--- config.mk ---
export PLATFORM = sky130hd
export DESIGN_NAME = sgbs_lane
export DESIGN_NICKNAME = d
export VERILOG_FILES = /design/src/rtl/assert_macros.svh /design/src/rtl/sgbs_pkg.sv /design/src/rtl/sgbs_lane.sv
export SDC_FILE = /design/constraint.sdc
export NUM_CORES = 2
export LEC_CHECK = 0
export ABC_AREA = 1
export BUFFER_PORTS_ARGS = -buffer_cell sky130_fd_sc_hd__buf_4
export CAP_MARGIN = 10
export CORE_MARGIN = 10
export CORE_UTILIZATION = 55
export CTS_BUF_LIST = sky130_fd_sc_hd__clkbuf_4 sky130_fd_sc_hd__clkbuf_8 sky130_fd_sc_hd__clkbuf_16
export DETAILED_ROUTE_END_ITERATION = 12
export GPL_ROUTABILITY_DRIVEN = 0
export MAX_ROUTING_LAYER = met4
export PLACE_DENSITY = 0.74
export SETUP_SLACK_MARGIN = 0.02
export SYNTH_ARGS = -nofsm -noshare
export SYNTH_HDL_FRONTEND = slang
export SYNTH_SLANG_ARGS = --single-unit
--- constraint.sdc ---
create_clock -name clk -period 7.7 [get_ports clk]
set_input_delay 0 -clock clk [delete_from_list [all_inputs] [get_ports clk]]
set_output_delay 0 -clock clk [all_outputs]
set_load 0.03 [all_outputs]
--- src/rtl/assert_macros.svh ---
// Assertion macros for the RTL. Each macro expects signals named clk and rst_n
// in the scope where it is used.
`ifndef ASSERT_MACROS_SVH
`define ASSERT_MACROS_SVH

// The consequent must hold in the same cycle as the antecedent.
`define ASSERT_IMP(label, ante, cons, msg) \
    label: assert property (@(posedge clk) disable iff (!rst_n) (ante) |-> (cons)) \
        else $error(msg);

// The consequent must hold in the cycle after the antecedent.
`define ASSERT_NXT(label, ante, cons, msg) \
    label: assert property (@(posedge clk) disable iff (!rst_n) (ante) |=> (cons)) \
        else $error(msg);

`endif

--- src/rtl/sgbs_pkg.sv ---
`timescale 1ns / 1ps

package sgbs_pkg;

    localparam int SAMPLE_BITS_DEF    = 24;
    localparam int GAIN_FRAC_BITS_DEF = 22;

    localparam int GAIN_LEVEL_W  = 17;
    localparam int BALANCE_W     = 16;
    localparam int COEFF_W       = 16;
    localparam int FACTOR_W      = 15;
    localparam int TPROD_W       = GAIN_LEVEL_W + FACTOR_W;
    localparam int TGT_FRAC_BITS = 28;
    localparam int PEAK_W        = 24;
    localparam int COUNT_W       = 32;
    localparam int CFG_DATA_W    = 17;
    localparam int CFG_INDEX_W   = 3;
    localparam int SNAP_LSB      = 4;

    localparam logic [CFG_INDEX_W-1:0] REG_GAIN_LEVEL = 3'd0;
    localparam logic [CFG_INDEX_W-1:0] REG_BALANCE    = 3'd1;
    localparam logic [CFG_INDEX_W-1:0] REG_MUTE       = 3'd2;
    localparam logic [CFG_INDEX_W-1:0] REG_MONO_MIX   = 3'd3;
    localparam logic [CFG_INDEX_W-1:0] REG_COEFF      = 3'd4;

    localparam logic [GAIN_LEVEL_W-1:0] GAIN_LEVEL_RST = 17'd16384;
    localparam logic [GAIN_LEVEL_W-1:0] GAIN_MAX       = 17'd65536;
    localparam logic [COEFF_W-1:0]      COEFF_RST      = 16'd273;
    localparam logic signed [BALANCE_W-1:0] BAL_POS    = 16'sd16384;
    localparam logic signed [BALANCE_W-1:0] BAL_NEG    = -16'sd16384;
    localparam logic [FACTOR_W-1:0]     FACTOR_ONE     = 15'd16384;

    typedef struct packed {
        logic take;
        logic tgt;
        logic step;
        logic upd;
        logic mul;
        logic rnd;
        logic last;
    } lane_ctrl_t;

    typedef struct packed {
        logic load;
        logic last;
        logic mono;
    } merge_ctrl_t;

endpackage

--- src/rtl/sgbs_lane.sv ---
`timescale 1ns / 1ps

module sgbs_lane #(
    parameter int SAMPLE_BITS    = sgbs_pkg::SAMPLE_BITS_DEF,
    parameter int GAIN_FRAC_BITS = sgbs_pkg::GAIN_FRAC_BITS_DEF
) (
    input  logic                                 clk,
    input  logic                                 rst_n,
    input  sgbs_pkg::lane_ctrl_t                 ctrl,
    input  logic signed [SAMPLE_BITS-1:0]        sample,
    input  logic [sgbs_pkg::GAIN_LEVEL_W-1:0]    gain_level,
    input  logic [sgbs_pkg::FACTOR_W-1:0]        factor,
    input  logic [sgbs_pkg::COEFF_W-1:0]         coeff,
    output logic signed [SAMPLE_BITS-1:0]        y
);
    import sgbs_pkg::*;

    localparam int GAIN_W = GAIN_FRAC_BITS + 3;
    localparam int SP_W   = GAIN_W + COEFF_W;
    localparam int MP_W   = SAMPLE_BITS + GAIN_W + 1;
    localparam int TW_W   = TPROD_W + 2;
    localparam int SHR    = (GAIN_FRAC_BITS <= TGT_FRAC_BITS) ?
                            (TGT_FRAC_BITS - GAIN_FRAC_BITS) : 0;
    localparam int SHL    = (GAIN_FRAC_BITS > TGT_FRAC_BITS) ?
                            (GAIN_FRAC_BITS - TGT_FRAC_BITS) : 0;

    localparam logic [SP_W:0] STEP_BIAS = (SP_W + 1)'((64'd1 << COEFF_W) - 64'd1);
    localparam logic signed [GAIN_W:0] SNAP_P = (GAIN_W + 1)'(SNAP_LSB);
    localparam logic signed [GAIN_W:0] SNAP_N = -SNAP_P;
    localparam logic signed [MP_W-1:0] RND_BIAS = MP_W'(64'sd1 <<< (GAIN_FRAC_BITS - 1));
    localparam logic signed [MP_W-1:0] SAT_HI =
        MP_W'((64'sd1 <<< (SAMPLE_BITS - 1)) - 64'sd1);
    localparam logic signed [MP_W-1:0] SAT_LO = ~SAT_HI;

    logic signed [SAMPLE_BITS-1:0] sample_reg;
    logic [GAIN_W-1:0]             target_reg;
    logic [GAIN_W-1:0]             gain_reg;
    logic [SP_W-1:0]               sprod_reg;
    logic                          down_reg;
    logic signed [MP_W-1:0]        mprod_reg;
    logic signed [SAMPLE_BITS-1:0] y_reg;

    logic [TPROD_W-1:0]            tprod;
    logic [TW_W-1:0]               tshift;
    logic [GAIN_W-1:0]             target_next;
    logic                          down;
    logic [GAIN_W-1:0]             mag;
    logic [SP_W-1:0]               sprod_next;
    logic [SP_W:0]                 round_sum;
    logic [GAIN_W-1:0]             step;
    logic [GAIN_W-1:0]             gain_next;
    logic signed [GAIN_W:0]        snap_diff;
    logic                          near;
    logic signed [MP_W-1:0]        mprod_next;
    logic signed [MP_W-1:0]        rsh;
    logic signed [SAMPLE_BITS-1:0] y_next;

    always_comb
    begin
        tprod       = TPROD_W'(gain_level) * TPROD_W'(factor);
        tshift      = (TW_W'(tprod) << SHL) >> SHR;
        target_next = tshift[GAIN_W-1:0];

        down       = gain_reg > target_reg;
        mag        = down ? (gain_reg - target_reg) : (target_reg - gain_reg);
        sprod_next = SP_W'(mag) * SP_W'(coeff);

        // The step is rounded up so that any nonzero coefficient keeps the gain moving toward its target.
        round_sum = (SP_W + 1)'(sprod_reg) + STEP_BIAS;
        step      = round_sum[SP_W-1:COEFF_W];
        gain_next = down_reg ? (gain_reg - step) : (gain_reg + step);

        snap_diff = $signed({1'b0, target_reg}) - $signed({1'b0, gain_reg});
        near      = (snap_diff <= SNAP_P) && (snap_diff >= SNAP_N);

        mprod_next = MP_W'(sample_reg) * MP_W'($signed({1'b0, gain_reg}));

        rsh = (mprod_reg + RND_BIAS) >>> GAIN_FRAC_BITS;
        if (rsh > SAT_HI)
        begin
            y_next = SAT_HI[SAMPLE_BITS-1:0];
        end
        else if (rsh < SAT_LO)
        begin
            y_next = SAT_LO[SAMPLE_BITS-1:0];
        end
        else
        begin
            y_next = rsh[SAMPLE_BITS-1:0];
        end
    end

    always_ff @(posedge clk or negedge rst_n)
    begin
        if (!rst_n)
        begin
            gain_reg <= '0;
        end
        else if (ctrl.upd)
        begin
            gain_reg <= gain_next;
        end
        else if (ctrl.mul && ctrl.last && near)
        begin
            gain_reg <= target_reg;
        end
    end

    always_ff @(posedge clk)
    begin
        if (ctrl.take)
        begin
            sample_reg <= sample;
        end
        if (ctrl.tgt)
        begin
            target_reg <= target_next;
        end
        if (ctrl.step)
        begin
            sprod_reg <= sprod_next;
            down_reg  <= down;
        end
        if (ctrl.mul)
        begin
            mprod_reg <= mprod_next;
        end
        if (ctrl.rnd)
        begin
            y_reg <= y_next;
        end
    end

    assign y = y_reg;

endmodule

==> results by group <==
Outcome
  – Status: finished clean

STA
  – Final Cycle Share: 0.9892
  – Slew Viols, Final: 0
  – Post-layout min period: around 7600 ps
  – Worst hold margin: between 60 and 70 ps
  – Final setup viols: 0
  – Total Neg Setup Slack: 0 ps
  – RSZ-0062 raised after global routing: yes
  – Post-Route Skew: 20.95 ps
  – Rel. slew slack: 0.4671
  – Fmax: roughly 130 MHz
  – Worst Tran Pin Value: ~800 ps
  – Final hold violations: 0
  – Setup ws final: a little over 80 ps

Place
  – IO Port Bufs: ~100
  – Hpwl dp: roughly 130000 µm
  – Pre-CTS WS: -166.7 ps
  – Placed Cells incl. Taps: 8420

Synth
  – Syn avg cell area: 7.654 µm²
  – Number of enable flip-flop cells after synthesis: ~140
  – #FFs+latches synth: around 170
  – Mapped cell area: 54100 µm²
  – Synth cell types: 61
  – Synth area leaders: fa_1 38%, nand2_1 13%, inv_1 13%
  – Post-synth top area share: 0.3763
  – Post-synthesis net count: ~8600
  – Top_reg_cell synth: edfxtp_1
  – Warning count from the yosys run: 0
  – Post-synthesis instance total: 7068
  – Yosys top cell by area: fa_1
  – Async S/R FF share, synth: 0.1479
  – Sequential area share after synthesis: 0.09149

Floorplanning
  – I/O pins: ~110
  – Total core area: between 90000 and 100000 µm²
  – Die area: about 110000 µm²
  – Die H: between 300 and 400 µm
  – Placement Rows: between 100 and 150
  – Die Width: 333.6 µm
  – Initial Utilization: 0.5570

Drt
  – Antenna Nets Post-Route: 0
  – WL/cell: about 18 µm
  – DRC: 0
  – DR iter-0 viols: between 4000 and 5000
  – Routed via count: 46527
  – WL final: approximately 160000 µm
  – Via-per-instance ratio: ~5.5
  – 1st-pass router iterations: 10

Finish
  – Register area: 4956 µm²
  – Non-Filler Instances: 8530
  – Footprint of the multi-input gates: about 42000 µm²
  – Final nets: 8814
  – # fillers: about 8400
  – Layout area overhead: 9.956%
  – Number of flip-flops in the largest register: 41
  – Share of cells above drive strength 1: 0.09392

Critical path
  – Most frequent CP cell: fa_1
  – Slowest stage delay, CP: about 580 ps
  – Crit path DAT: around 8000 ps
  – CP Class: flop to flop
  – Nature of the critical path endpoint: flop
  – Crit-path slowest cell: fa_1
  – Startpoint types: flop
  – Maximum fanout along the worst path: 6
  – Worst Path Required: approximately 8000 ps

Min path
  – Hold Crit Class: primary input to flop

Clocking
  – CTS buffer count: 17
  – Clk sink count: between 150 and 200
  – Skew-Pair Late Insertion Delay: 510 ps
  – CTS tree: done
  – Root buffer cell: clkbuf_16
  – Clock slew at reported path FFs: around 80 ps
  – Clock Path Buffers: 2
  – H-tree depth: 4

Flow run
  – Max cap viols: 0

GRT
  – Initial antenna violation count: 2
  – GRT Total Usage: 0.2878
  – First-pass GRT wire length: between 200000 and 250000 µm
  – Total gr overflow: 0
  – Met1 Usage GRT: 0.3538
  – Vias in the first global route: 48527
  – Grt peak-use layer: met2
  – Global routing usage on met3: 0.05167
  – Pin count of the biggest net entering global routing: 44
  – Met2 usage: 0.4675
## cell families after synthesis
| kind of cell | count (synthesis) | share of synthesized area |
|---|---|---|
| and+or+nand+nor | 2604 | 0.1923 |
| buffers and inverters | 2111 | 0.1481 |
| adders and majority gates | 1495 | 0.4869 |
| AOI/OAI and AO/OA | 521 | 0.05377 |
| DFF | 169 | 0.09149 |
| xor gates and xnor gates | 168 | 0.02748 |
## cell type report
type / count / area share
Clock inverter: 15 / 0.002797
Multi-Input combinational cell: 4788 / 0.7063
Clock buffer: 17 / 0.007151
Sequential cell: 169 / 0.08331
Timing Repair Buffer: 420 / 0.05631
Antenna cell: 3 / 0.0001262
Tap cell: 1276 / 0.02684
Inverter: 1842 / 0.1172
## worst paths after layout
path                                         start                       end  slack, ps  cells past startpoint
max                        target_reg[8]$_DFFE_PP_   sprod_reg[29]$_DFFE_PP_         80                     36
min                                        ctrl[3]   gain_reg[1]$_DFFE_PN0P_         60                      5
max reg2reg                target_reg[8]$_DFFE_PP_   sprod_reg[29]$_DFFE_PP_         80                     36
min reg2reg                gain_reg[1]$_DFFE_PN0P_   gain_reg[1]$_DFFE_PN0P_        640                      2
max in group asynchronous                    rst_n  gain_reg[16]$_DFFE_PN0P_       7260                      2
min in group asynchronous                    rst_n  gain_reg[20]$_DFFE_PN0P_        110                      2
## cell usage in the layout (no fill, tap or decap), drive strengths merged, types with 9 or more instances in the layout
master / netlist / layout
dfrtp: 25 / 25
xnor2: 51 / 51
nor4: 12 / 12
dlygate4sd3: 0 / 30
buf: 36 / 390
nand4: 46 / 46
o21a: 15 / 15
fa: 1017 / 1017
edfxtp: 144 / 144
or2: 14 / 14
nor2: 476 / 476
a21boi: 11 / 11
nand3: 155 / 155
a31oi: 35 / 35
inv: 1841 / 1842
o211ai: 9 / 9
nand2: 1846 / 1846
o21bai: 16 / 16
ha: 478 / 478
a21oi: 230 / 230
nor3: 37 / 37
clkbuf: 233 / 17
xor2: 117 / 117
o21ai: 175 / 175
## cells in the mapped netlist (all sizes together), types with 25 or more instances
cell type	number
nand3	155
inv	1841
edfxtp	144
o21ai	175
nand2	1846
a21oi	230
nor3	37
dfrtp	25
xor2	117
ha	478
a31oi	35
clkbuf	233
nand4	46
nor2	476
xnor2	51
buf	36
fa	1017
## routing by layer
metal,wire (µm),vias up,share of wire
li1,-,21078,-
met1,59490,22640,0.38
met2,73780,2337,0.47
met3,14930,472,0.096
met4,7510,0,0.048
met5,0,-,0
## stage by stage
stage / util / cell area, µm²
after global placement: 0.5895 / 57260
after floorplan: - / 54100
after global routing: 0.6124 / 59480
after CTS: 0.5997 / 58250
after detailed placement: 0.5895 / 57260
final: 0.6124 / 59490
## worst max-delay path, delay by kind of cell (launching register included)
kind,cells,cell delay [ps]
flops,1,450
buf+inv,11,1160
fa+ha+maj,8,3580
simple gates,4,350
xor+xnor,1,140
compound gates,12,1650
## repair_timing
| action | in CTS | in global routing |
|---|---|---|
| resized for setup | 19 | 231 |
| pin swaps | 1 | 80 |
| hold buffers | 30 | 0 |
| gates cloned | 0 | 0 |
| endpoints found under the hold margin | 169 | 0 |
| setup buffers | 2 | 42 |
| setup endpoints to repair | 17 | 25 |
Power is left out: the tool's default activity adds up to more than one toggle a clock period on the data nets, which glitch-free logic cannot reach.
