File: src/rtl/assert_macros.svh
// Assertion macros for the RTL. Each macro expects signals named clk and rst_n
// in the scope where it is used.
`ifndef ASSERT_MACROS_SVH
`define ASSERT_MACROS_SVH

// The consequent must hold in the same cycle as the antecedent.
`define ASSERT_IMP(label, ante, cons, msg) \
    label: assert property (@(posedge clk) disable iff (!rst_n) (ante) |-> (cons)) \
        else $error(msg);

// The consequent must hold in the cycle after the antecedent.
`define ASSERT_NXT(label, ante, cons, msg) \
    label: assert property (@(posedge clk) disable iff (!rst_n) (ante) |=> (cons)) \
        else $error(msg);

`endif

File: src/rtl/sgbs_pkg.sv
`timescale 1ns / 1ps

package sgbs_pkg;

    localparam int SAMPLE_BITS_DEF    = 24;
    localparam int GAIN_FRAC_BITS_DEF = 22;

    localparam int GAIN_LEVEL_W  = 17;
    localparam int BALANCE_W     = 16;
    localparam int COEFF_W       = 16;
    localparam int FACTOR_W      = 15;
    localparam int TPROD_W       = GAIN_LEVEL_W + FACTOR_W;
    localparam int TGT_FRAC_BITS = 28;
    localparam int PEAK_W        = 24;
    localparam int COUNT_W       = 32;
    localparam int CFG_DATA_W    = 17;
    localparam int CFG_INDEX_W   = 3;
    localparam int SNAP_LSB      = 4;

    localparam logic [CFG_INDEX_W-1:0] REG_GAIN_LEVEL = 3'd0;
    localparam logic [CFG_INDEX_W-1:0] REG_BALANCE    = 3'd1;
    localparam logic [CFG_INDEX_W-1:0] REG_MUTE       = 3'd2;
    localparam logic [CFG_INDEX_W-1:0] REG_MONO_MIX   = 3'd3;
    localparam logic [CFG_INDEX_W-1:0] REG_COEFF      = 3'd4;

    localparam logic [GAIN_LEVEL_W-1:0] GAIN_LEVEL_RST = 17'd16384;
    localparam logic [GAIN_LEVEL_W-1:0] GAIN_MAX       = 17'd65536;
    localparam logic [COEFF_W-1:0]      COEFF_RST      = 16'd273;
    localparam logic signed [BALANCE_W-1:0] BAL_POS    = 16'sd16384;
    localparam logic signed [BALANCE_W-1:0] BAL_NEG    = -16'sd16384;
    localparam logic [FACTOR_W-1:0]     FACTOR_ONE     = 15'd16384;

    typedef struct packed {
        logic take;
        logic tgt;
        logic step;
        logic upd;
        logic mul;
        logic rnd;
        logic last;
    } lane_ctrl_t;

    typedef struct packed {
        logic load;
        logic last;
        logic mono;
    } merge_ctrl_t;

endpackage

File: src/rtl/sgbs_merge.sv
`timescale 1ns / 1ps

module sgbs_merge #(
    parameter int SAMPLE_BITS = sgbs_pkg::SAMPLE_BITS_DEF
) (
    input  logic                              clk,
    input  logic                              rst_n,
    input  sgbs_pkg::merge_ctrl_t             ctrl,
    input  logic signed [SAMPLE_BITS-1:0]     y_left,
    input  logic signed [SAMPLE_BITS-1:0]     y_right,
    input  logic                              out_ready,
    output logic                              out_valid,
    output logic signed [SAMPLE_BITS-1:0]     left_out,
    output logic signed [SAMPLE_BITS-1:0]     right_out,
    output logic                              buffer_end,
    output logic [sgbs_pkg::PEAK_W-1:0]       peak_level,
    output logic [sgbs_pkg::COUNT_W-1:0]      buffers_completed
);
    import sgbs_pkg::*;

    localparam int PK_W = (SAMPLE_BITS > PEAK_W) ? SAMPLE_BITS : PEAK_W;

    function automatic logic [SAMPLE_BITS-1:0] mag_of(input logic signed [SAMPLE_BITS-1:0] v);
        return v[SAMPLE_BITS-1] ? SAMPLE_BITS'(-v) : SAMPLE_BITS'(v);
    endfunction

    logic                          out_valid_reg;
    logic signed [SAMPLE_BITS-1:0] left_reg;
    logic signed [SAMPLE_BITS-1:0] right_reg;
    logic                          end_reg;
    logic [PEAK_W-1:0]             peak_out_reg;
    logic [PK_W-1:0]               peak_reg;
    logic [COUNT_W-1:0]            count_reg;

    logic signed [SAMPLE_BITS:0]   mono_sum;
    logic signed [SAMPLE_BITS-1:0] lo;
    logic signed [SAMPLE_BITS-1:0] ro;
    logic [SAMPLE_BITS-1:0]        mag_l;
    logic [SAMPLE_BITS-1:0]        mag_r;
    logic [SAMPLE_BITS-1:0]        pk;
    logic [PK_W-1:0]               pk_max;

    always_comb
    begin
        mono_sum = (SAMPLE_BITS + 1)'(y_left) + (SAMPLE_BITS + 1)'(y_right);
        lo       = ctrl.mono ? mono_sum[SAMPLE_BITS:1] : y_left;
        ro       = ctrl.mono ? '0 : y_right;
        mag_l    = mag_of(lo);
        mag_r    = mag_of(ro);
        pk       = (ctrl.mono || (mag_l > mag_r)) ? mag_l : mag_r;
        pk_max   = (PK_W'(pk) > peak_reg) ? PK_W'(pk) : peak_reg;
    end

    always_ff @(posedge clk or negedge rst_n)
    begin
        if (!rst_n)
        begin
            out_valid_reg <= 1'b0;
            peak_reg      <= '0;
            count_reg     <= '0;
        end
        else if (ctrl.load)
        begin
            out_valid_reg <= 1'b1;
            peak_reg      <= ctrl.last ? '0 : pk_max;
            count_reg     <= count_reg + COUNT_W'(ctrl.last);
        end
        else if (out_ready)
        begin
            out_valid_reg <= 1'b0;
        end
    end

    always_ff @(posedge clk)
    begin
        if (ctrl.load)
        begin
            left_reg     <= lo;
            right_reg    <= ro;
            end_reg      <= ctrl.last;
            peak_out_reg <= ctrl.last ? pk_max[PEAK_W-1:0] : '0;
        end
    end

    assign out_valid         = out_valid_reg;
    assign left_out          = left_reg;
    assign right_out         = right_reg;
    assign buffer_end        = end_reg;
    assign peak_level        = peak_out_reg;
    assign buffers_completed = count_reg;

endmodule

File: config.mk
export PLATFORM = sky130hd
export DESIGN_NAME = sgbs_merge
export DESIGN_NICKNAME = d
export VERILOG_FILES = /design/src/rtl/assert_macros.svh /design/src/rtl/sgbs_pkg.sv /design/src/rtl/sgbs_merge.sv
export SDC_FILE = /design/constraint.sdc
export NUM_CORES = 1
export LEC_CHECK = 0
export BUFFER_PORTS_ARGS = -buffer_cell sky130_fd_sc_hd__buf_2
export CORE_MARGIN = 3
export CORE_UTILIZATION = 50
export DETAILED_ROUTE_END_ITERATION = 10
export PLACE_DENSITY = 0.84
export SYNTH_ARGS = -nofsm -noshare
export SYNTH_HDL_FRONTEND = slang
export SYNTH_SLANG_ARGS = --single-unit
File: constraint.sdc
create_clock -name clk -period 4 [get_ports clk]
set_input_delay 0.8 -clock clk [delete_from_list [all_inputs] [get_ports clk]]
set_output_delay 0.8 -clock clk [all_outputs]
set_load 0.005 [all_outputs]
==> run_results.csv, run 1 <==
group,metric,value,unit
layout,fin_area,14040,µm²
floorplan,initial_core_util,51.34,%
worst_setup_path,required,4380,ps
sta,skew,26.14,ps
logic_synthesis,synth_top_area_share,23.61,%
grt,grt_use_met1,39.34,%
worst_setup_path,arrival,8440,ps
clocking,cts_buffers,17,
sta,post-route-period-util,201.6,%
placement,hpwlAfterDp,22.13,mm
pwr,switching_share,39.66,%
grt,gr-usage-all-layers,34.13,%
worst_setup_path,cp-start-kind,"input port",
floorplan,core,18090,µm²
worst_setup_path,cp_slowest_cell,"or4_4",
drt,vias,10275,
floorplan,placementRows,49,
grt,grt_pass1_wl,54.15,mm
layout,nets,1551,
layout,largest_reg_flops,32,
logic_synthesis,avgSynthCellArea,9.369,µm²
drt,drc_errors,0,
clocking,hold_buffers,0,
logic_synthesis,synth_area_leaders,"edfxtp_1 24%, dfrtp_1 15%, ha_1 10%",
layout,layout-drive-gt1-share,44.14,%
logic_synthesis,ys_seq_elements,130,
grt,grt_pass1_vias,10421,
flow_run,cap_viol_max_count,0,
grt,met3_usage,7.661,%
sta,fin_crit,8065,ps
floorplan,die_x,142.3,µm
worst_setup_path,cpMostUsedCell,"buf_4",
clocking,clkTransAtPathRegs,90,ps
drt,dr.first_iter.drc_count,1362,
sta,rsz0062_at_grt,"true",
sta,finalSetupTns,-190870,ps
sta,worst_slew_pin_slew,757.0,ps
pwr,power_density,547.2,nW/µm²
logic_synthesis,syn_inst,991,
pwr,pwr-share-clk,21.2,%
floorplan,io_pins,160,
floorplan,die_area,20240,µm²
logic_synthesis,synth_cell_types,68,
worst_setup_path,crit_fanout,7,
clocking,cts_max_level,4,
status,failed_checks,"setup timing",
clocking,cts_root_buf,"clkbuf_16",
sta,finalMaxSlewViolations,0,
placement,pre_cts_ws,-3886,ps
floorplan,die_h,142.3,µm
clocking,clock_latency,460,ps
layout,syn_to_final_growth,51.22,%
placement,port_buffers,159,
logic_synthesis,synth-edff-count,73,
pwr,power_frac_comb,53.8,%
grt,grt_max_degree,42,
logic_synthesis,ys_seq_area_share,38.97,%
min_path,min_path_type,"in2async",
logic_synthesis,synth_warnings,0,
pwr,seqPwrFrac,25.0,%
clocking,cts_sinks,130,
placement,dp.cells,1596,
layout,utilization,77.63,%
layout,fillers,1049,
sta,fmax,124.0,MHz
placement,gp_congestion,0.9254,
pwr,ir_drop,431.4,µV
logic_synthesis,syn_area,9285,µm²
logic_synthesis,async_flop_share,43.85,%
grt,grtUsageMet2,57.07,%
placement,dpl_cell_area,12450,µm²
pwr,power.switching,3.048,mW
layout,layout_common_cells,"275 x buf_4, 153 x buf_2, 73 x edfxtp_1, 67 x inv_1, 67 x nand2_1",
sta,hold_viol_final,0,
grt,gr-total-overflow,0,
clocking,tritoncts,"built",
logic_synthesis,ys.flop_type,"edfxtp_1",
drt,routed_wirelength,36.80,mm
layout,final_common_cell,"buf_4",
status,status,"finished, violations left",
drt,routed_via_density,6.175,
sta,timing.max_slew.rel_slack,49.54,%
clocking,cts_buffer_depth,2,
sta,finalWorstSetupSlack,-4065,ps
worst_setup_path,critPathKind,"in2reg",
layout,stdcell_count,1664,
logic_synthesis,synth.largest_area_cell,"edfxtp_1",
drt,drt-pass1-iter-count,6,
pwr,leakagePower,6.482,nW
logic_synthesis,syn-num-nets,1121,
drt,postRouteAntennaNets,0,
sta,setup_viol,48,
worst_setup_path,crit_path_end_kind,"register",
drt,routedWlPerCell,22.12,µm
grt,grt-busiest-layer,"met2",
grt,antenna_found_initial,3,
worst_setup_path,cp_slowest_stage_delay,480,ps
pwr,internal_power,4.636,mW
-- power by group through the flow --
| stage | clock (mW) | combinational, mW | sequential (mW) |
|---|---|---|---|
| floorplan | 0 | 1.68 | 1.90 |
| global placement | 0 | 2.72 | 1.90 |
| detailed placement | 0 | 2.85 | 1.90 |
| CTS | 1.62 | 3.56 | 1.89 |
| global route | 1.69 | 4.34 | 1.95 |
| finish | 1.63 | 4.13 | 1.92 |
-- per-layer routing --
layer	up-vias	share of wire, %
li1	4452	-
met1	4795	36
met2	756	47
met3	270	9.0
met4	2	7.9
met5	-	0.027
-- what timing repair did --
| item | CTS | global route |
|---|---|---|
| cloned | 5 | 0 |
| buffers inserted | 23 | 9 |
| hold endpoints to repair | 0 | 0 |
| pin swaps | 22 | 23 |
| setup endpoints to repair | 48 | 48 |
| resized for setup | 93 | 62 |
-- synth_stat cells, types with 3 or more instances --
cell type / number
nand3_1: 22
o211ai_1: 4
nor3_1: 16
and2_1: 3
o31a_1: 4
inv_1: 72
o21a_1: 14
and3_1: 11
mux2i_1: 12
a21o_1: 16
or3_1: 13
mux2_2: 23
xor2_1: 41
a221o_1: 3
clkbuf_1: 28
xnor2_1: 42
nand2b_1: 10
a21oi_1: 52
o2bb2ai_1: 3
ha_1: 75
nor2_1: 64
buf_1: 6
nor4_1: 6
o311ai_0: 3
or4_1: 5
a22o_1: 9
dfrtp_1: 57
and4_1: 3
a211o_1: 4
nand2_1: 76
a211oi_1: 7
nand4_1: 24
o31ai_1: 12
o21ai_0: 71
nor2b_1: 45
o21ai_1: 5
or2_2: 7
a31oi_1: 10
edfxtp_1: 73
buf_2: 4
-- path summary, 6_finish.rpt --
| path | start | end | slack, ps | cells past startpoint |
|---|---|---|---|---|
| worst max-delay path | y_left[9] | peak_reg[19] | -4060 | 35 |
| worst min-delay path | rst_n | peak_reg[11] | 410 | 1 |
| worst max register to register | peak_reg[1] | peak_level[12] | 870 | 15 |
| worst min register to register | buffers_completed[6] | buffers_completed[6] | 490 | 1 |
| max in group asynchronous | rst_n | buffers_completed[24] | 2720 | 2 |
| min in group clk | buffers_completed[6] | buffers_completed[6] | 490 | 1 |
-- critical path: cells and delay by family --
kind | cells | cell delay (ps)
AO/OA/AOI/OAI | 17 | 3910
buffers and inverters | 9 | 1400
adder cells (fa/ha/maj) | 3 | 970
AND/OR/NAND/NOR | 4 | 950
multiplexers | 1 | 190
XOR/XNOR | 1 | 180
-- cells by family (layout without fill, tap and decap cells) --
logic type,after synthesis,count (layout),share of synthesized area [%]
mux,35,35,4.083
simple gates,317,317,17.67
fa+ha+maj,76,76,10.32
buf+inv,111,554,4.622
xor+xnor,83,83,7.829
flops,130,130,38.97
other cells,0,1,0
compound gates,239,239,16.51
-- through the flow --
step                power, mW  hold WS [ps]
finish                  7.683         405.5
global route            7.979         462.4
CTS                     7.071         423.6
detailed placement      4.751         478.2
global placement        4.618         455.3
floorplan               3.580         463.7
-- final cells by class --
class	instances	area [µm²]	area share, %
multi-input cells	750	6073	43.25
diodes	1	2.502	0.01782
repair buffers	450	3183	22.67
clock inverters	14	153.9	1.096
well taps	229	286.5	2.041
inverters	72	272.8	1.943
clock buffers	18	450.4	3.208
flip-flops and latches	130	3618	25.77
Note: power is estimated with default switching activity, not from simulation.
==> run 2: changes to the inputs <==
--- a/config.mk
+++ b/config.mk
@@ -6,6 +6,7 @@
 export NUM_CORES = 1
 export LEC_CHECK = 0
 export BUFFER_PORTS_ARGS = -buffer_cell sky130_fd_sc_hd__buf_2
+export CORE_ASPECT_RATIO = 0.9
 export CORE_MARGIN = 3
 export CORE_UTILIZATION = 50
 export DETAILED_ROUTE_END_ITERATION = 10
==> run 2 against run 1 <==
Effect of this change:
- the run still ends with setup timing left
- worst hold slack better by 77 ps
- first-iteration DRC count shrank 1.2%
- sequential share of layout area down 0.94 points
- power rose by 7.6%
- cell area is 3.8% higher
- maximum frequency decreased by 0.25%
- via count increased by 4.0%
- global-route usage down 0.73 points
- clock skew shrank 3.1 ps
- clock power fell by 3%
- non-clock buffer count rose by 23
- critical path type unchanged
- critical endpoint unchanged
- highest routed layer unchanged
==> run_results.csv, run 2 (synthesis results as in run 1) <==
group,metric,value,unit
status,status,"finished, violations left",
status,failed_checks,"setup timing",
floorplan,die_x,149.6,µm
clocking,cts_max_level,4,
clocking,cts_root_buf,"clkbuf_16",
drt,postRouteAntennaNets,0,
clocking,tritoncts,"built",
drt,drc_errors,0,
grt,grt_pass1_vias,10064,
grt,grt_pass1_wl,52.81,mm
sta,fmax,123.7,MHz
sta,hold_viol_final,0,
grt,gr-usage-all-layers,33.40,%
sta,post-route-period-util,202.1,%
sta,finalSetupTns,-190840,ps
drt,routed_via_density,6.293,
placement,gp_congestion,0.9582,
worst_setup_path,cp_slowest_cell,"or4_4",
placement,port_buffers,159,
flow_run,cap_viol_max_count,0,
pwr,leakagePower,6.680,nW
sta,skew,23.05,ps
layout,seqCellArea,3618,µm²
floorplan,initial_core_util,51.87,%
worst_setup_path,cpMostUsedCell,"buf_4",
pwr,ir_drop,409.8,µV
worst_setup_path,cp_slowest_stage_delay,540,ps
clocking,cts_buffers,17,
clocking,cts_sinks,130,
worst_setup_path,cp-start-kind,"input port",
clocking,clkTransAtPathRegs,60,ps
layout,layout_common_cells,"288 x buf_4, 154 x buf_2, 73 x edfxtp_1, 68 x inv_1, 62 x nand2_1",
placement,pre_cts_ws,-4010,ps
floorplan,core,17900,µm²
layout,multi_input_area,6391,µm²
sta,finalWorstSetupSlack,-4085,ps
drt,routed_wirelength,39.73,mm
pwr,power_density,567.2,nW/µm²
worst_setup_path,required,4370,ps
grt,gr-total-overflow,0,
drt,drt-pass1-iter-count,6,
worst_setup_path,arrival,8460,ps
sta,finalMaxSlewViolations,0,
placement,hpwlAfterDp,22.37,mm
grt,antenna_found_initial,2,
grt,grt_max_degree,44,
sta,rsz0062_at_grt,"true",
worst_setup_path,crit_fanout,10,
pwr,p_total,8.267,mW
drt,routedWlPerCell,23.40,µm
sta,fin_crit,8085,ps
layout,nets,1574,
sta,timing.max_slew.rel_slack,35.04,%
min_path,min_path_type,"reg2reg",
floorplan,io_pins,160,
layout,largest_reg_flops,32,
clocking,clock_latency,450,ps
floorplan,placementRows,46,
drt,vias,10686,
clocking,cts_buffer_depth,2,
placement,dpl_cell_area,12560,µm²
sta,worst_slew_pin_slew,974.5,ps
layout,fillers,950,
worst_setup_path,critPathKind,"in2reg",
worst_setup_path,crit_path_end_kind,"register",
floorplan,die_h,135.3,µm
layout,fin_area,14570,µm²
floorplan,die_area,20240,µm²
layout,utilization,81.42,%
layout,layout-drive-gt1-share,47.22,%
layout,syn_to_final_growth,56.96,%
drt,dr.first_iter.drc_count,1346,
sta,setup_viol,48,
layout,final_common_cell,"buf_4",
## run 2: cell count changes in the layout (fill, tap and decap cells not counted), sizes merged
cell | before | now
buf | 450 | 469
clkbuf | 18 | 25
inv | 81 | 78
## run 2: metal layers
metal | vias up | GRT usage (%) | part of all wire, %
li1 | 4495 | - | -
met1 | 4933 | 41.29 | 35
met2 | 928 | 55.65 | 46
met3 | 328 | 6.792 | 11
met4 | 2 | 16.88 | 8.2
met5 | - | 0 | 0.038
## run 2: worst paths after layout
check	start	to	slack, ps	depth (start not counted)
max in group asynchronous	rst_n	peak_reg[12]	2590	2
hold reg to reg	buffers_completed[29]	buffers_completed[29]	480	1
min in group asynchronous	rst_n	buffers_completed[25]	490	1
setup reg to reg	peak_reg[1]	peak_level[14]	670	15
hold / removal	buffers_completed[29]	buffers_completed[29]	480	1
setup / recovery	y_left[9]	peak_reg[19]	-4090	34
## run 2: where the power goes
part	total [mW]	switching, mW	internal (mW)
Sequential	1.96	0.221	1.74
Clock	1.58	0.694	0.881
Combinational	4.73	2.43	2.31
## run 2: worst max-delay path, delay by kind of cell
kind                       cells  cell delay, ps
AOI/OAI and AO/OA             18            3720
adders and majority gates      3            1050
buffers and inverters          7            1240
muxes                          1             380
and+or+nand+nor                4             960
xor gates and xnor gates       1             300
## run 2: area by class of cell
| cell class | count | area share [%] |
|---|---|---|
| multi-input combinational | 750 | 43.85 |
| tap | 240 | 2.060 |
| clock buffer | 21 | 3.314 |
| antenna | 1 | 0.01717 |
| sequential | 130 | 24.83 |
| inverter | 72 | 1.854 |
| clock inverter | 11 | 0.6267 |
| timing repair buffer | 473 | 23.45 |
## run 2: stage by stage
step | cells | hold WS [ps]
after floorplan | 991 | 463.7
after global placement | 1618 | 468.7
after detailed placement | 1618 | 469.5
after CTS | 1676 | 483.5
after global routing | 1698 | 499.1
final | 1698 | 482.9
## run 2: repair_timing
item | CTS | global route
hold buffers | 0 | 0
endpoints found under the setup margin | 48 | 48
gates resized for setup | 114 | 117
pin swaps | 24 | 42
cloned | 3 | 3
buffers inserted | 23 | 21
